$ cat config.mk
export PLATFORM = sky130hd
export DESIGN_NAME = frame_number_stream_aligner_unit
export DESIGN_NICKNAME = d
export VERILOG_FILES = /design/src/sv/fnsa_pkg.sv /design/src/sv/fnsa_ram.sv /design/src/sv/frame_number_stream_aligner_unit.sv
export SDC_FILE = /design/constraint.sdc
export NUM_CORES = 2
export LEC_CHECK = 0
export BUFFER_PORTS_ARGS = -buffer_cell sky130_fd_sc_hd__buf_2
export CORE_UTILIZATION = 30
export CTS_CLUSTER_DIAMETER = 150
export DETAILED_ROUTE_END_ITERATION = 8
export PLACE_DENSITY = 0.45
export SYNTH_ARGS = -nofsm -noshare
export SYNTH_HDL_FRONTEND = slang
export SYNTH_SLANG_ARGS = --single-unit
$ cat constraint.sdc
create_clock -name clk -period 9.1 [get_ports clk]
set_clock_uncertainty 0.1 [all_clocks]
set_input_delay 0.91 -clock clk [delete_from_list [all_inputs] [get_ports clk]]
set_output_delay 0.91 -clock clk [all_outputs]
set_load 0.01 [all_outputs]
$ cat src/sv/fnsa_pkg.sv
// Package of the frame number stream aligner.
// Holds the sequencer state type, register indexes and field widths.
// No dependencies.
package fnsa_pkg;

  localparam int NUM_W   = 32;
  localparam int TAG_W   = 16;
  localparam int ENTRY_W = NUM_W + TAG_W;
  localparam int CFG_IDX_W = 8;
  localparam int CFG_DAT_W = 8;
  localparam int MAX_RESULTS = 32;
  localparam int RES_W = 7;

  localparam logic [CFG_IDX_W-1:0] REG_STALE_GAP   = 8'd0;
  localparam logic [CFG_IDX_W-1:0] REG_SKIP_WINDOW = 8'd1;

  localparam logic [CFG_DAT_W-1:0] STALE_GAP_RESET   = 8'd5;
  localparam logic [CFG_DAT_W-1:0] SKIP_WINDOW_RESET = 8'd4;

  typedef enum logic [8:0] {
    ST_IDLE     = 9'b000000001,
    ST_BYPASS   = 9'b000000010,
    ST_AGE      = 9'b000000100,
    ST_ENQ      = 9'b000001000,
    ST_SCAN_RD  = 9'b000010000,
    ST_SCAN_CMP = 9'b000100000,
    ST_CHECK    = 9'b001000000,
    ST_EMIT_RD  = 9'b010000000,
    ST_EMIT_OUT = 9'b100000000
  } state_t;

endpackage

$ cat src/sv/fnsa_ram.sv
// Generic single write port RAM with one registered read port.
// No dependencies.
module fnsa_ram #(
  parameter int WIDTH = 48,
  parameter int DEPTH = 32
) (
  input  logic                     clk,
  input  logic                     wr_en,
  input  logic [$clog2(DEPTH)-1:0] wr_addr,
  input  logic [WIDTH-1:0]         wr_data,
  input  logic [$clog2(DEPTH)-1:0] rd_addr,
  output logic [WIDTH-1:0]         rd_data
);

  logic [WIDTH-1:0] mem [DEPTH];

  always_ff @(posedge clk) begin
    if (wr_en) begin
      mem[wr_addr] <= wr_data;
    end
    rd_data <= mem[rd_addr];
  end

endmodule

$ cat src/sv/frame_number_stream_aligner_unit.sv
// Frame number stream aligner: per-stream frame queues and frameset release.
// Depends on fnsa_pkg and fnsa_ram.
//
// Usage: an item (stream index, frame number, tag) is accepted at a clock
// edge where start is high and busy is low. Configuration writes go through
// the cfg_ channel (always ready); index 0 is stale_gap, index 1 is
// skip_window, other indexes are ignored. Write only while busy is low.
// Each released frame appears for one cycle with out_valid high, members
// of a frameset in descending stream order, out_last_in_set on the last.
// The receiver cannot stall; results are never held.
// Structure: one sequencer drives a single shared subtract/compare unit and
// one RAM read port. An item first passes through aging of every stream and
// queueing, then per release round through a head scan, a missing-stream
// check and the emission, plus a final scan (and a check when heads remain)
// that releases nothing. A frame with a stream index at or above NUM_STREAMS
// keeps busy high for one cycle and is passed straight out.
// Reset (synchronous, rst_n low) empties all queues, clears the flags and
// loads the register defaults; the frame store itself is not cleared.
module frame_number_stream_aligner_unit
  import fnsa_pkg::*;
#(
  parameter int NUM_STREAMS = 4,
  parameter int QUEUE_DEPTH = 8
) (
  input  logic                 clk,
  input  logic                 rst_n,
  input  logic                 start,
  output logic                 busy,
  input  logic [1:0]           in_stream_index,
  input  logic [NUM_W-1:0]     in_frame_number,
  input  logic [TAG_W-1:0]     in_frame_tag,
  input  logic                 cfg_valid,
  output logic                 cfg_ready,
  input  logic [CFG_IDX_W-1:0] cfg_index,
  input  logic [CFG_DAT_W-1:0] cfg_data,
  output logic                 out_valid,
  output logic [1:0]           out_stream,
  output logic [NUM_W-1:0]     out_number,
  output logic [TAG_W-1:0]     out_tag,
  output logic                 out_last_in_set
);

  localparam int SW = (NUM_STREAMS > 1) ? $clog2(NUM_STREAMS) : 1;
  localparam int PW = (QUEUE_DEPTH > 1) ? $clog2(QUEUE_DEPTH) : 1;
  localparam int CW = $clog2(QUEUE_DEPTH + 1);
  localparam int GW = $clog2(NUM_STREAMS + 1);
  localparam int DEPTH = NUM_STREAMS * QUEUE_DEPTH;
  localparam int AW = $clog2(DEPTH);
  localparam logic [SW-1:0] K_LAST = SW'(NUM_STREAMS - 1);
  localparam logic [CW-1:0] CNT_FULL = CW'(QUEUE_DEPTH);

  state_t state_r, state_nxt;

  logic [SW-1:0]        k_r;
  logic [SW-1:0]        s_r;
  logic [1:0]           sraw_r;
  logic [NUM_W-1:0]     fn_r;
  logic [TAG_W-1:0]     tag_r;
  logic [PW-1:0]        head_r [NUM_STREAMS];
  logic [CW-1:0]        cnt_r  [NUM_STREAMS];
  logic [NUM_STREAMS-1:0] active_r;
  logic [NUM_STREAMS-1:0] seen_r;
  logic [NUM_W-1:0]     last_r [NUM_STREAMS];
  logic [NUM_W:0]       nexp_r [NUM_STREAMS];
  logic [CFG_DAT_W-1:0] gap_r;
  logic [CFG_DAT_W-1:0] skip_r;
  logic                 any_r;
  logic [NUM_W-1:0]     min_r;
  logic [GW-1:0]        grp_r;
  logic                 larger_r;
  logic                 rel_r;
  logic [RES_W-1:0]     n_r;

  // RAM
  logic               ram_we;
  logic [AW-1:0]      ram_wa;
  logic [AW-1:0]      ram_ra;
  logic [ENTRY_W-1:0] ram_rd;

  fnsa_ram #(.WIDTH(ENTRY_W), .DEPTH(DEPTH)) u_store (
    .clk     (clk),
    .wr_en   (ram_we),
    .wr_addr (ram_wa),
    .wr_data ({fn_r, tag_r}),
    .rd_addr (ram_ra),
    .rd_data (ram_rd)
  );

  function automatic logic [PW-1:0] wrap_add(input logic [PW:0] a);
    logic [PW:0] q;
    q = (a >= (PW+1)'(QUEUE_DEPTH)) ? a - (PW+1)'(QUEUE_DEPTH) : a;
    return q[PW-1:0];
  endfunction

  // Enqueue pointer math for the arriving stream.
  logic          enq_full;
  logic [PW-1:0] enq_head;
  logic [CW-1:0] enq_cnt;
  logic [PW-1:0] enq_idx;

  always_comb begin
    enq_full = (cnt_r[s_r] >= CNT_FULL);
    enq_head = enq_full ? wrap_add({1'b0, head_r[s_r]} + (PW+1)'(1)) : head_r[s_r];
    enq_cnt  = enq_full ? CW'(QUEUE_DEPTH - 1) : cnt_r[s_r];
    enq_idx  = wrap_add((PW+1)'(enq_head) + (PW+1)'(enq_cnt));
  end

  assign ram_we = (state_r == ST_ENQ);
  assign ram_wa = AW'(s_r) * AW'(QUEUE_DEPTH) + AW'(enq_idx);
  assign ram_ra = AW'(k_r) * AW'(QUEUE_DEPTH) + AW'(head_r[k_r]);

  // Shared subtractor: aging distance or missing-stream distance.
  logic [NUM_W+1:0] sub_a, sub_b, diff;
  logic [NUM_W+1:0] adiff;
  logic             age_stale;
  logic             miss_hold;

  always_comb begin
    if (state_r == ST_AGE) begin
      sub_a = {2'b00, fn_r};
      sub_b = {2'b00, last_r[k_r]};
    end else begin
      sub_a = {2'b00, min_r};
      sub_b = {1'b0, nexp_r[k_r]};
    end
    diff  = sub_a - sub_b;
    adiff = diff[NUM_W+1] ? (~diff + (NUM_W+2)'(1)) : diff;
    age_stale = seen_r[k_r] && (adiff > (NUM_W+2)'(gap_r));
    miss_hold = seen_r[k_r] && active_r[k_r] && (cnt_r[k_r] == '0) &&
                !diff[NUM_W+1] && (diff <= (NUM_W+2)'(skip_r));
  end

  logic [NUM_W-1:0] head_num;
  logic             head_hit;
  assign head_num = ram_rd[ENTRY_W-1:TAG_W];
  assign head_hit = (cnt_r[k_r] != '0) && (head_num == min_r);

  logic [RES_W-1:0] n_sum;
  assign n_sum = n_r + RES_W'(grp_r);

  always_comb begin
    state_nxt = state_r;
    case (state_r)
      ST_IDLE: begin
        if (start) begin
          state_nxt = (32'(in_stream_index) >= NUM_STREAMS) ? ST_BYPASS : ST_AGE;
        end
      end
      ST_BYPASS:   state_nxt = ST_IDLE;
      ST_AGE:      state_nxt = (k_r == K_LAST) ? ST_ENQ : ST_AGE;
      ST_ENQ:      state_nxt = ST_SCAN_RD;
      ST_SCAN_RD: begin
        if (cnt_r[k_r] != '0) begin
          state_nxt = ST_SCAN_CMP;
        end else if (k_r == K_LAST) begin
          state_nxt = any_r ? ST_CHECK : ST_IDLE;
        end
      end
      ST_SCAN_CMP: begin
        if (k_r == K_LAST) begin
          state_nxt = ST_CHECK;
        end else begin
          state_nxt = ST_SCAN_RD;
        end
      end
      ST_CHECK: begin
        if (larger_r || k_r == K_LAST || (rel_r && miss_hold)) begin
          if (rel_r && !(!larger_r && miss_hold) && n_sum <= RES_W'(MAX_RESULTS)) begin
            state_nxt = ST_EMIT_RD;
          end else begin
            state_nxt = ST_IDLE;
          end
        end
      end
      ST_EMIT_RD: begin
        if (cnt_r[k_r] != '0) begin
          state_nxt = ST_EMIT_OUT;
        end else if (k_r == '0) begin
          state_nxt = ST_SCAN_RD;
        end
      end
      ST_EMIT_OUT: state_nxt = (k_r == '0) ? ST_SCAN_RD : ST_EMIT_RD;
      default:     state_nxt = ST_IDLE;
    endcase
  end

  always_ff @(posedge clk) begin
    if (!rst_n) begin
      state_r   <= ST_IDLE;
      k_r       <= '0;
      active_r  <= '0;
      seen_r    <= '0;
      gap_r     <= STALE_GAP_RESET;
      skip_r    <= SKIP_WINDOW_RESET;
      out_valid <= 1'b0;
      any_r     <= 1'b0;
      larger_r  <= 1'b0;
      rel_r     <= 1'b1;
      grp_r     <= '0;
      n_r       <= '0;
      for (int i = 0; i < NUM_STREAMS; i++) begin
        head_r[i] <= '0;
        cnt_r[i]  <= '0;
        last_r[i] <= '0;
        nexp_r[i] <= '0;
      end
    end else begin
      state_r   <= state_nxt;
      out_valid <= (state_r == ST_BYPASS) || ((state_r == ST_EMIT_OUT) && head_hit);
      if (cfg_valid) begin
        case (cfg_index)
          REG_STALE_GAP:   gap_r  <= cfg_data;
          REG_SKIP_WINDOW: skip_r <= cfg_data;
          default: ;
        endcase
      end
      case (state_r)
        ST_IDLE: begin
          if (start) begin
            sraw_r <= in_stream_index;
            s_r    <= SW'(in_stream_index);
            fn_r   <= in_frame_number;
            tag_r  <= in_frame_tag;
            k_r    <= '0;
            n_r    <= '0;
            any_r  <= 1'b0;
          end
        end
        ST_BYPASS: begin
          out_stream      <= sraw_r;
          out_number      <= fn_r;
          out_tag         <= tag_r;
          out_last_in_set <= 1'b1;
        end
        ST_AGE: begin
          if (age_stale) begin
            active_r[k_r] <= 1'b0;
            cnt_r[k_r]    <= '0;
          end
          k_r <= (k_r == K_LAST) ? '0 : k_r + SW'(1);
        end
        ST_ENQ: begin
          active_r[s_r] <= 1'b1;
          seen_r[s_r]   <= 1'b1;
          last_r[s_r]   <= fn_r;
          nexp_r[s_r]   <= {1'b0, fn_r} + (NUM_W+1)'(1);
          head_r[s_r]   <= enq_head;
          cnt_r[s_r]    <= enq_cnt + CW'(1);
          k_r           <= '0;
          any_r         <= 1'b0;
          larger_r      <= 1'b0;
          grp_r         <= '0;
        end
        ST_SCAN_RD: begin
          if (cnt_r[k_r] == '0) begin
            k_r <= (k_r == K_LAST) ? '0 : k_r + SW'(1);
            rel_r <= 1'b1;
          end
        end
        ST_SCAN_CMP: begin
          // Track minimum, its multiplicity and whether any head differs.
          if (!any_r || head_num < min_r) begin
            min_r    <= head_num;
            grp_r    <= GW'(1);
            larger_r <= any_r;
          end else if (head_num == min_r) begin
            grp_r <= grp_r + GW'(1);
          end else begin
            larger_r <= 1'b1;
          end
          any_r <= 1'b1;
          rel_r <= 1'b1;
          k_r   <= (k_r == K_LAST) ? '0 : k_r + SW'(1);
        end
        ST_CHECK: begin
          if (!larger_r && miss_hold) begin
            rel_r <= 1'b0;
          end
          if (state_nxt == ST_EMIT_RD) begin
            k_r <= K_LAST;
          end else if (state_nxt == ST_CHECK) begin
            k_r <= k_r + SW'(1);
          end
        end
        ST_EMIT_RD: begin
          if (cnt_r[k_r] == '0) begin
            if (k_r == '0) begin
              any_r    <= 1'b0;
              larger_r <= 1'b0;
              grp_r    <= '0;
            end else begin
              k_r <= k_r - SW'(1);
            end
          end
        end
        ST_EMIT_OUT: begin
          if (head_hit) begin
            out_stream      <= 2'(k_r);
            out_number      <= head_num;
            out_tag         <= ram_rd[TAG_W-1:0];
            out_last_in_set <= (grp_r == GW'(1));
            n_r             <= n_r + RES_W'(1);
            head_r[k_r]     <= wrap_add({1'b0, head_r[k_r]} + (PW+1)'(1));
            cnt_r[k_r]      <= cnt_r[k_r] - CW'(1);
          end
          if (k_r == '0) begin
            any_r    <= 1'b0;
            larger_r <= 1'b0;
            grp_r    <= '0;
          end else begin
            if (head_hit) begin
              grp_r <= grp_r - GW'(1);
            end
            k_r <= k_r - SW'(1);
          end
        end
        default: ;
      endcase
    end
  end

  assign busy      = (state_r != ST_IDLE);
  assign cfg_ready = 1'b1;

endmodule
# Yosys cells after proc, flatten, opt, wreduce, memory -nomap -nowiden
# Memories as Yosys holds them, arrays and structs flattened. A register that Yosys moved wholly into a read port is not among the register bits.
# Index checks and enable logic that the tools add are counted.
[op_classes] n_lt_le_gt_ge=12 n_bitwise=6 eq_ne=27 div_mod_pow=0 n_addsub=19 multipliers=0 muxes=110 shifts=0 reduce_logical=51
[op_table] cell="32-bit two-way mux" count=3
[op_table] cell="9-bit case mux with 8 select lines" count=1
[op_table] cell="33-bit two-way mux" count=2
[op_table] cell="32-bit case mux with 2 select lines" count=1
[op_table] cell="9-bit two-way mux" count=6
[op_table] cell="2-bit two-way mux" count=24
[op_table] cell="3-bit two-way mux" count=12
[op_table] cell="34-bit by 1-bit adder with 34-bit output, second input constant" count=1
[op_table] cell="34-bit by 8-bit greater-than comparator with 1-bit output" count=1
[op_table] cell="34-bit by 8-bit <= comparator with 1-bit output" count=1
[op_table] cell="34-bit two-way mux" count=1
[op_table] cell="34-bit NOT" count=1
[op_table] cell="34-bit subtractor" count=1
[op_table] cell="32-bit by 1-bit adder with 33-bit output, second input constant" count=1
[op_table] cell="1-bit two-way mux" count=33
[op_table] cell="33-bit OR reduction" count=1
[op_table] cell="32-bit equality test" count=1
[op_table] cell="32-bit < comparator" count=1
[op_table] cell="16-bit case mux with 2 select lines" count=1
[op_table] cell="32-bit OR reduction" count=1
[op_table] cell="7-bit two-way mux" count=4
[op_table] cell="4-bit two-way mux" count=6
[op_table] cell="3-bit AND reduction" count=7
[op_table] cell="9-bit by 7-bit equality test with 1-bit output, second input constant" count=2
[op_table] cell="other kinds (63)" count=112
[totals] output_inout_bits=54 reg_bits=182 mem_count=5 ram_bits=1824 romBits=0 latch_bits=0 input_bits=70
[mem_list] memory="u_store.mem" depth=32 width=48 read_ports=1 rd_ports_with_merged_regs=1 wr=1 line_no="fnsa_ram.sv:15" source="logic [WIDTH-1:0] mem [DEPTH];"
[mem_list] memory="nexp_r" depth=4 width=33 read_ports=1 rd_ports_with_merged_regs=1 wr=4 line_no="frame_number_stream_aligner_unit.sv:64" source="logic [NUM_W:0] nexp_r [NUM_STREAMS];"
[mem_list] memory="last_r" depth=4 width=32 read_ports=1 rd_ports_with_merged_regs=1 wr=4 line_no="frame_number_stream_aligner_unit.sv:63" source="logic [NUM_W-1:0] last_r [NUM_STREAMS];"
[mem_list] memory="cnt_r" depth=4 width=4 read_ports=2 rd_ports_with_merged_regs=2 wr=4 line_no="frame_number_stream_aligner_unit.sv:60" source="logic [CW-1:0] cnt_r [NUM_STREAMS];"
[mem_list] memory="head_r" depth=4 width=3 read_ports=2 rd_ports_with_merged_regs=2 wr=4 line_no="frame_number_stream_aligner_unit.sv:59" source="logic [PW-1:0] head_r [NUM_STREAMS];"

# Longest topological paths before layout
[logic_depth] ltp_word=19 depth_mapped=32 ltp_nobuf=26

# Modules after synthesis
# From an unflattened synthesis, not the netlist that was laid out.
[hier_totals] cells_unflattened=5555 area_unflattened_um2=86437.9
[by_module_without_submodules] mod="fnsa_ram" cells_each=3364 instances=1 seq_area_each_um2=47085.2 area_per_inst_um2=60735.8
[by_module_without_submodules] mod="frame_number_stream_aligner_unit" cells_each=2191 instances=1 seq_area_each_um2=13703.1 area_per_inst_um2=25702.2

# Worst setup path before layout
# No wires, ideal clock.
[synth_path] path_type="reg-to-reg" startpoint="register (tool-made name)" endpoint="memory cnt_r[2][0] (netlist name) (enable)" path_buffers=6 setup_time_ps=373 stages_incl_launch_ff=30 setup_slack_ps=1920 arrival_time_ps=6707 path_cell_list="dfxtp_1 buf_2 clkbuf_1 buf_1 mux4_2 mux2i_1 ha_1 clkbuf_1 nand4_1 nor4_1 o21ai_1 a31oi_1 a31o_2 clkbuf_1 buf_2 nor2_1 xnor2_1 ha_1 a21o_1 a21o_1 a21oi_1 nor2b_1 o21ai_0 a32oi_1 a221oi_2 o2111ai_1 a2111oi_4 a21boi_4 and2_1 o31ai_1"
[synth_rtl] element="end: declaration" line_no="frame_number_stream_aligner_unit.sv:60"

==> metrics.txt <==
Critical Path Start Type flop; maximum vdd drop between 150 and 200 µV; layout cells sized above 1 0.237; final-stage net count ~5,200; endpoint of the worst register-to-register path cnt_r[2][2]; gr usage total 0.177; buffers inserted during post-CTS setup optimization 0; arrival time at the worst endpoint around 8.9 ns; Clock Tree Root clkbuf_16; met2 wire length 123 mm; most frequently used flop master after synthesis edfxtp_1; Buffers on Ports roughly 120; Slew @ Worst Pin between 1 and 1.5 ns; path type of the worst min-delay path in2reg; static leakage between 0.03 and 0.04 µW; hold path startpoint in_frame_number[19]; kind of critical path reg2reg; post-synth top area cell edfxtp_1; DR vias between 40,000 and 50,000; max layer used met4; result of the run completed; Final Max Tran Viols 0; Residual DRC 0; total length of routed met3 wires about 12 mm; synthesized area per cell 17.9 µm²; area taken by multi-input logic gates 23,200 µm²; startpoint of the worst-slack reg-to-reg timing path state_r[6]; unrepaired setup endpoints after global routing no; crit path capture type flop; synth warn 0; Max-slew headroom 0.210; count of different cell masters after synthesis 102; synthesized flop and latch total 2,058; async set or reset register ratio after synthesis 0; overall die area approximately 290,000 µm²; area share of the leading cell type in the synthesized netlist 0.690; y dimension of the die about 530 µm; number of enable-type register cells in the synthesized netlist ~2,000; Worst Hold Depth 1; gp weighted congestion approximately 0.86; Filler Cell Count 26,600; Std-Cell Rows 195; first-pass detailed-route iteration total 6; number of instances in the placed design roughly 8,500; largest net degree at the start of global routing about 140; Fmax between 100 and 150 MHz; level count of the clock H-tree 4; sequential cell area fraction in the yosys report 0.714; Worst-Skew Late Latency 0.91 ns; Gates resized, CTS repair 0; capture endpoint of the worst hold path fn_r[19]; finished layout cell area a little under 100,000 µm²; clock period minus final worst setup slack 8.53 ns; effective utilization at floorplan 0.302; initial antenna violation count 22; CP required about 9.4 ns; total clock buffers created by CTS 227; cell area reported after detailed placement just over 90,000 µm²; die boundary width 535 µm; number of endpoints failing setup at the final stage 0; # hold bufs at CTS 2; met1 wire length around 120 mm; Pwr Density ~210 nW/µm²; Routed Antenna Nets 0; half-perimeter wire length after detailed placement between 100 and 150 mm; total of max-cap violations 0; vias in the first global route around 47,000; layout overhead on the synthesized area 15.7%; clock sink count slightly above 2,000; synthesized instance count approximately 4,800; total congestion overflow 0; wire length per cell about 29 µm; worst-path maximum fanout between 50 and 60; syn_nets between 4,000 and 5,000; aggregate negative setup slack 0 ns; number of cells traversed by the worst register-to-register path 25; netlist area before placement roughly 85,000 µm²; area taken by flip-flops and latches around 61,000 µm²; clock slew seen by the registers of the worst setup and hold paths around 0.060 ns; maximum count of clock buffers along a single path 4; post-layout instance count excluding filler cells about 9,000; Register-to-Register Setup Slack around 0.57 ns; total length of routed wires 255 mm; count of pins on the block boundary about 120; crit share post-route 0.937; first-pass GRT wire length between 300 and 400 mm; TritonCTS clock tree done; final count of hold timing violations 0; Synth area leaders edfxtp_1 (69%), mux4_2 (15%), dfxtp_1 (2.4%); number of design-rule violations left by the first detailed-router iteration between 4,000 and 5,000; placeable core region roughly 280,000 µm²; routed vias/inst between 5 and 6
[Yosys cell counts, types with 6 or more instances]
cell type     n
edfxtp_1   1957
or2_2         9
a21oi_1      85
buf_1        62
a31oi_1       9
nor4b_1       6
mux2_2        7
o211a_1       6
nor3_1       23
o21ai_0      87
and4_1        8
clkbuf_1    161
o21a_1       25
o21ai_1      11
or3_1        17
xor2_1       24
xnor2_1      40
o211ai_1     19
dfxtp_1     101
a21o_1       30
mux4_2      561
nand2b_1     16
and2_1       10
and3_1       15
nor2_1      373
a211oi_1     16
mux2i_1      55
nand3_1      41
a211o_1      11
ha_1        101
nor4_1       15
inv_1       141
nand4_1      38
o22ai_1       6
nand2_1     503
nor2b_1      15
buf_2        12
[layout by cell type (no fill, tap or decap), types with 9 or more instances in the layout]
master / count
edfxtp_1: 1957
mux4_2: 558
nand2_1: 501
nor2_1: 338
clkbuf_16: 229
inv_1: 141
buf_4: 138
buf_2: 122
ha_1: 101
dfxtp_1: 97
o21ai_0: 85
a21oi_1: 85
clkbuf_1: 77
mux2i_1: 55
nand3_1: 41
xnor2_1: 40
nand4_1: 38
nor2_4: 35
a21o_1: 30
clkinv_1: 29
o21a_1: 25
xor2_1: 24
nor3_1: 23
clkinv_2: 23
bufinv_16: 23
clkbuf_8: 21
o211ai_1: 19
or3_1: 16
a211oi_1: 16
nor2b_1: 15
nor4_1: 14
and3_1: 14
nand2b_1: 14
a211o_1: 11
o21ai_1: 11
and2_1: 10
a31oi_1: 9
buf_12: 9
[report_power, final]
part	switching (µW)	internal (µW)	total, µW	leakage [µW]
Combinational	798	595	1390	0.00979
Clock	3760	5440	9200	0.00357
Sequential	103	10400	10500	0.0188
[stage by stage]
step	hold slack (ns)	total power, µW	setup slack (ns)	utilization
floorplan	0.308	11600	1.92	-
detailed placement	0.330	12100	0.576	0.323
finish	0.0813	21100	0.570	0.349
global placement	0.324	12100	0.646	0.323
global route	0.0360	21800	0.0208	0.349
CTS	0.00791	21300	0.561	0.349
[final cells by class]
type / count / share of cell area
flip-flops and latches: 2058 / 0.618
multi-input cells: 2319 / 0.236
clock buffers: 327 / 0.0641
well taps: 3743 / 0.0476
repair buffers: 271 / 0.0188
clock inverters: 87 / 0.0106
inverters: 143 / 0.00548
diodes: 5 / 0.000127
[worst max-delay path by stage]
stage | end | cells past startpoint | start
after floorplan | cnt_r[2][0] | 29 | flop
after global placement | cnt_r[2][0] | 25 | state_r[6]
after detailed placement | cnt_r[2][2] | 25 | state_r[6]
after CTS | cnt_r[2][2] | 25 | state_r[6]
after global routing | cnt_r[2][0] | 25 | state_r[6]
final | cnt_r[2][2] | 25 | state_r[6]
[state kept, by name, summed over array words and instances, names as in the netlist, 9 cells and up, named ones only]
name,flops
u_store.mem,1536
nexp_r,132
last_r,128
u_store.rd_data,48
fn_r,32
min_r,32
out_number,32
cnt_r,16
out_tag,16
tag_r,16
head_r,12
state_r,9
[kinds of logic after synthesis]
family | synth area share
adders and majority gates | 0.0156
other | 0.0000882
buffers and inverters | 0.0172
muxes | 0.156
and+or+nand+nor | 0.0583
xor gates and xnor gates | 0.00659
AOI/OAI and AO/OA | 0.0322
DFF | 0.714
[worst max-delay path: stages (launching register included)]
cell	delay, ns
dfxtp_1	0.37
or4_1	0.59
or3_4	0.75
mux4_2	0.41
mux2i_1	0.38
ha_1	0.44
a21oi_2	0.34
o21ai_1	0.18
o21ai_1	0.35
a31oi_1	0.29
a31oi_1	0.61
nand2_1	0.14
xnor2_1	0.17
ha_1	0.29
a21o_1	0.16
a21o_1	0.18
a21oi_1	0.18
nor2b_1	0.06
o21ai_0	0.15
a32oi_1	0.10
a221oi_2	0.20
o2111ai_1	0.23
a2111oi_4	0.48
a21boi_4	0.20
and2_1	0.22
o31ai_1	0.53
[layer usage]
metal  vias to the layer above  GRT usage
li1                      19400          -
met1                     24500      0.252
met2                      1227      0.291
met3                       288     0.0223
met4                         0     0.0362
met5                         -          0
Note: power is estimated with default switching activity, not from simulation.
